### src/rtl/twof_pkg.sv
package twof_pkg;

  localparam int TableBitsDef = 10;
  localparam longint unsigned OneQ30 = 64'd1 << 30;
  localparam longint unsigned HalfPiQ30 = 64'd1686629713;

  localparam int EntryW = 18;

  // Configuration register indexes
  typedef enum logic [2:0] {
    REG_WIN_LOW  = 3'd0,
    REG_WIN_HIGH = 3'd1,
    REG_INV_W    = 3'd2,
    REG_PEAK     = 3'd3,
    REG_PHASE    = 3'd4,
    REG_GROUP    = 3'd5
  } reg_idx_e;

  typedef enum logic [2:0] {
    MUL_NONE,
    MUL_LO,
    MUL_HI,
    MUL_PH,
    MUL_MC,
    MUL_MP
  } mul_op_e;

  typedef enum logic [2:0] {
    ST_IDLE,
    ST_MLO,
    ST_MHI,
    ST_PH,
    ST_COS,
    ST_MC,
    ST_MP,
    ST_SUM
  } state_e;

  typedef struct packed {
    logic    load;
    mul_op_e op;
    logic    lut_lo;
    logic    lut_hi;
    logic    cos;
    logic    fin;
  } cmd_t;

  typedef struct packed {
    logic in_group;
    logic out_free;
  } status_t;

  // Unsigned restoring division, evaluated only while the tables are built
  function automatic longint unsigned udiv(longint unsigned num, longint unsigned den);
    logic [64:0]     rem;
    longint unsigned quo;
    rem = '0;
    quo = '0;
    for (int i = 63; i >= 0; i--) begin
      rem = {rem[63:0], num[i]};
      if (rem >= {1'b0, den}) begin
        rem    = rem - {1'b0, den};
        quo[i] = 1'b1;
      end
    end
    return quo;
  endfunction

  // e^(-16*v/2^30) in Q30
  function automatic longint unsigned exp_neg16(longint unsigned v);
    longint signed   sum;
    longint unsigned term;
    sum  = longint'(OneQ30);
    term = OneQ30;
    for (int n = 1; n <= 16; n++) begin
      term = udiv((term * v) >> 30, longint'(n));
      if ((n & 1) == 1) sum = sum - longint'(term);
      else sum = sum + longint'(term);
    end
    for (int n = 0; n < 4; n++) begin
      sum = longint'((longint'(sum) * longint'(sum)) >> 30);
    end
    return longint'(sum);
  endfunction

  // Taylor series on one quadrant, odd selects sine
  function automatic longint signed trig_q30(longint unsigned th, bit odd);
    longint signed   sum;
    longint unsigned term;
    longint unsigned a;
    term = odd ? th : OneQ30;
    sum  = longint'(term);
    for (int n = 1; n <= 12; n++) begin
      a    = odd ? longint'(2 * n) : longint'(2 * n - 1);
      term = udiv((((term * th) >> 30) * th) >> 30, a * (a + 1));
      if ((n & 1) == 1) sum = sum - longint'(term);
      else sum = sum + longint'(term);
    end
    if (sum < 0) sum = 0;
    if (sum > longint'(OneQ30)) sum = longint'(OneQ30);
    return sum;
  endfunction

  function automatic longint signed q30_to_q16(longint signed x);
    longint signed r;
    if (x >= 0) r = (x + 8192) >>> 14;
    else r = -((-x + 8192) >>> 14);
    return r;
  endfunction

  function automatic longint signed tanh_entry(int k, int tb);
    longint unsigned v;
    longint unsigned e;
    longint unsigned num;
    longint unsigned den;
    v   = longint'(k) << (30 - tb);
    e   = exp_neg16(v);
    num = (OneQ30 - e) << 16;
    den = OneQ30 + e;
    return longint'(udiv(num + (den >> 1), den));
  endfunction

  function automatic longint signed cos_entry(int k, int tb);
    int              q;
    longint unsigned r;
    longint unsigned th;
    longint signed   c;
    longint signed   s;
    q  = k >> (tb - 2);
    r  = longint'(k) & ((longint'(1) << (tb - 2)) - 1);
    th = (r * HalfPiQ30) >> (tb - 2);
    c  = q30_to_q16(trig_q30(th, 1'b0));
    s  = q30_to_q16(trig_q30(th, 1'b1));
    case (q)
      0:       return c;
      1:       return -s;
      2:       return -c;
      default: return s;
    endcase
  endfunction

endpackage

### src/rtl/twof_ctrl.sv
module twof_ctrl (
  input  logic              clk_i,
  input  logic              rst_ni,
  input  logic              in_valid_i,
  output logic              in_ready_o,
  input  twof_pkg::status_t status_i,
  output twof_pkg::cmd_t    cmd_o
);

  twof_pkg::state_e state_q, state_d;

  // Next state
  always_comb begin
    state_d = state_q;
    case (state_q)
      twof_pkg::ST_IDLE: begin
        if (in_valid_i) begin
          state_d = status_i.in_group ? twof_pkg::ST_MLO : twof_pkg::ST_SUM;
        end
      end
      twof_pkg::ST_MLO: state_d = twof_pkg::ST_MHI;
      twof_pkg::ST_MHI: state_d = twof_pkg::ST_PH;
      twof_pkg::ST_PH:  state_d = twof_pkg::ST_COS;
      twof_pkg::ST_COS: state_d = twof_pkg::ST_MC;
      twof_pkg::ST_MC:  state_d = twof_pkg::ST_MP;
      twof_pkg::ST_MP:  state_d = twof_pkg::ST_SUM;
      twof_pkg::ST_SUM: begin
        if (status_i.out_free) state_d = twof_pkg::ST_IDLE;
      end
      default: state_d = twof_pkg::ST_IDLE;
    endcase
  end

  // Commands
  always_comb begin
    cmd_o      = '0;
    cmd_o.op   = twof_pkg::MUL_NONE;
    in_ready_o = 1'b0;
    case (state_q)
      twof_pkg::ST_IDLE: begin
        in_ready_o = 1'b1;
        cmd_o.load = in_valid_i;
      end
      twof_pkg::ST_MLO: cmd_o.op = twof_pkg::MUL_LO;
      twof_pkg::ST_MHI: begin
        cmd_o.op     = twof_pkg::MUL_HI;
        cmd_o.lut_lo = 1'b1;
      end
      twof_pkg::ST_PH: begin
        cmd_o.op     = twof_pkg::MUL_PH;
        cmd_o.lut_hi = 1'b1;
      end
      twof_pkg::ST_COS: cmd_o.cos = 1'b1;
      twof_pkg::ST_MC:  cmd_o.op = twof_pkg::MUL_MC;
      twof_pkg::ST_MP:  cmd_o.op = twof_pkg::MUL_MP;
      twof_pkg::ST_SUM: cmd_o.fin = status_i.out_free;
      default: ;
    endcase
  end

  always_ff @(posedge clk_i or negedge rst_ni) begin
    if (!rst_ni) begin
      state_q <= twof_pkg::ST_IDLE;
    end else begin
      state_q <= state_d;
    end
  end

endmodule

### config.mk
export PLATFORM = sky130hd
export DESIGN_NAME = twof_ctrl
export DESIGN_NICKNAME = d
export VERILOG_FILES = /design/src/rtl/twof_pkg.sv /design/src/rtl/twof_ctrl.sv
export SDC_FILE = /design/constraint.sdc
export NUM_CORES = 1
export LEC_CHECK = 0
export BUFFER_PORTS_ARGS = -buffer_cell sky130_fd_sc_hd__buf_2
export CAP_MARGIN = 20
export CELL_PAD_IN_SITES_DETAIL_PLACEMENT = 1
export CELL_PAD_IN_SITES_GLOBAL_PLACEMENT = 1
export CORE_AREA = 2 2 39 41
export CTS_CLUSTER_SIZE = 24
export DETAILED_ROUTE_END_ITERATION = 10
export DIE_AREA = 0 0 41 43
export PLACE_DENSITY = 0.63
export REMOVE_ABC_BUFFERS = 1
export SLEW_MARGIN = 20
export SYNTH_ARGS = -nofsm -noshare
export SYNTH_HDL_FRONTEND = slang
export SYNTH_SLANG_ARGS = --single-unit
### constraint.sdc
create_clock -name clk_i -period 2.7 [get_ports clk_i]
set_input_delay 0.135 -clock clk_i [delete_from_list [all_inputs] [get_ports clk_i]]
set_output_delay 0.135 -clock clk_i [all_outputs]
set_load 0.02 [all_outputs]
==> results.txt <==
CTS Sinks -> 3
Post-DR vias/cell -> 4.25
Crit. End Element -> output port
Vias -> 251
Flops & latches, synth -> 3
Die Y-Extent -> 43 um
Initial Util -> 0.169
Tmin final -> 1.43 ns
Pins over their slew limit -> 0
Post-DP HPWL -> 456 um
Number of global-route vias before repair -> 262
Slowest CP cell -> dfrtp_1
Post-synthesis async set-or-reset flop share -> 1.00
Initial drt markers -> 2
Largest Register -> state_q
Data required, critical path -> 2.57 ns
Clk slew on worst S/H paths -> 0.04 ns
I/O pins -> 14
Layout Skew -> 0.00652 ns
Global route overflow -> 0
Final setup fails -> 0
Fillers -> 173
Crit path max fanout -> 10
PnR worst setup slack -> 1.27 ns
Crit path largest cell delay -> 0.51 ns
Root buffer cell -> clkbuf_4
Final GP Congestion -> 0.604
Setup tns final -> 0 ns
CTS Buffer Depth -> 2
Final cycle utilization of the critical path -> 0.530
Synthesized area -> 234 sq um
Register area share after synthesis -> 0.321
Tot GR Track Use -> 0.0993
Slew margin rel. -> 0.747
Status -> completed
Pwr per Cell Area -> 1360 mW/mm^2
Leak -> 0.169 nW
Clk_lat worst skew -> 0.24 ns
CTS H-tree depth -> 1
CP arrival -> 1.29 ns
First-pass GRT wire length -> 1110 um
Synth Instances -> 28
Least-Margin Pin Slew -> 0.380 ns
P&R area growth vs syn -> 42.8%
Die area -> 0.00176 sq mm
Antenna-violating nets left -> 0
Top FF cell, synth -> dfrtp_1
Critical path cell sequence -> nor2b_1, and2_1, buf_2
Max-cap viol count -> 0
Ys Warns -> 0
DP Area -> 298 sq um
Postcts setup bufs -> 0
Min Hold Slack -> 0.214 ns
Hold Path Class -> primary input to async pin
Initial antenna violation count -> 0
Core Area -> 0.00138 sq mm
Sequential cell area -> 75.1 sq um
Nets -> 49
Total power -> 454 uW
IO Port Bufs -> 13
Synth Area per Inst -> 8.36 sq um
Placed insts -> 54
Critical Path Source Type -> flip-flop
Synth cell types -> 19
Multi-input gate area -> 134 sq um
Max reg flops -> 3
Fin util -> 0.241
Drt first pass iters -> 4
DR WL/cell -> 10.6 um
CTS tree -> yes
Worst vdd ir -> 0.342 mV
R2R depth -> 3
Final Hold Vio Count -> 0
FP Rows -> 14
Final non-filler cell total -> 59
FMAX -> 699 MHz
Die W -> 41 um
Pin count of the biggest net entering global routing -> 13
Post-Layout Inst Area -> 334 sq um
Layout cells sized above 1 -> 0.372
Drt total wl -> 626 um
Post-synth EDFFs -> 0
Diodes inserted -> 0
Crit Path Category -> flip-flop to output port
DRC viols -> 0
Post-Place Worst Slack -> 1.38 ns
Top flop regs -> state_q x3
RSZ-0062 raised after global routing -> no
Num CTS Buffers -> 3
-- worst max-delay path: cells and delay by family (launching register included) --
| kind | cells | cell delay [ns] |
|---|---|---|
| flip-flops | 1 | 0.51 |
| AND/OR/NAND/NOR | 2 | 0.38 |
| buffers and inverters | 1 | 0.17 |
-- cells by family (layout without fill, tap and decap cells) --
group           count (synthesis)  after routing  share of synthesized area
xor+xnor                        1              1                     0.0374
mux                             1              1                     0.0428
simple gates                   13             13                      0.305
flops                           3              3                      0.321
compound gates                  6              6                      0.187
buf+inv                         4             19                      0.107
-- final cells by class --
type,instances,share of cell area
inverters,1,0.0112
clock buffers,4,0.0787
flip-flops and latches,3,0.225
repair buffers,14,0.225
multi-input cells,21,0.401
well taps,16,0.0599
-- what timing repair did --
item	4_1_cts	5_1_grt
gates resized for setup	0	0
hold buffers	1	0
hold endpoints to repair	3	0
endpoints found under the setup margin	0	0
-- where the power goes --
group	leakage (nW)	switching [mW]	internal, mW
logic	0.121	0.142	0.103
clock network	0.0150	0.0278	0.0557
registers	0.0328	0.0584	0.0673
total	0.169	0.228	0.226
-- layout by cell type, fill, tap and decap left out, types with 2 or more instances in the layout --
cell type,count
nor3_1,2
clkbuf_4,3
nand2_1,2
buf_2,13
and2_1,2
dfrtp_1,3
nor2b_1,2
nor2_1,3
-- per-layer routing --
metal	global-route usage	wire [um]	vias up
li1	-	-	126
met5	0	0	-
met3	0.0628	56	2
met2	0.113	296	11
met1	0.125	256	112
met4	0.0800	16	0
-- path summary, 6_finish.rpt --
check | end | slack, ns | start
min in group clk_i | state_q[0] | 0.22 | in_valid_i
worst max register to register | state_q[2] | 1.37 | state_q[0]
max in group asynchronous | state_q[2] | 2.37 | rst_ni
worst min register to register | state_q[2] | 0.64 | state_q[2]
worst max-delay path | cmd_o[2] | 1.27 | state_q[1]
worst min-delay path | state_q[0] | 0.21 | rst_ni
-- synth_stat cells (2+ instances only) --
master   instances  area [sq um]
dfrtp_1          3          75.1
nor2_1           3          11.3
and2_1           2          12.5
buf_2            2          10.0
nand2_1          2          7.51
nor2b_1          2          12.5
nor3_1           2          10.0
Power figures use the tool's default switching activity.
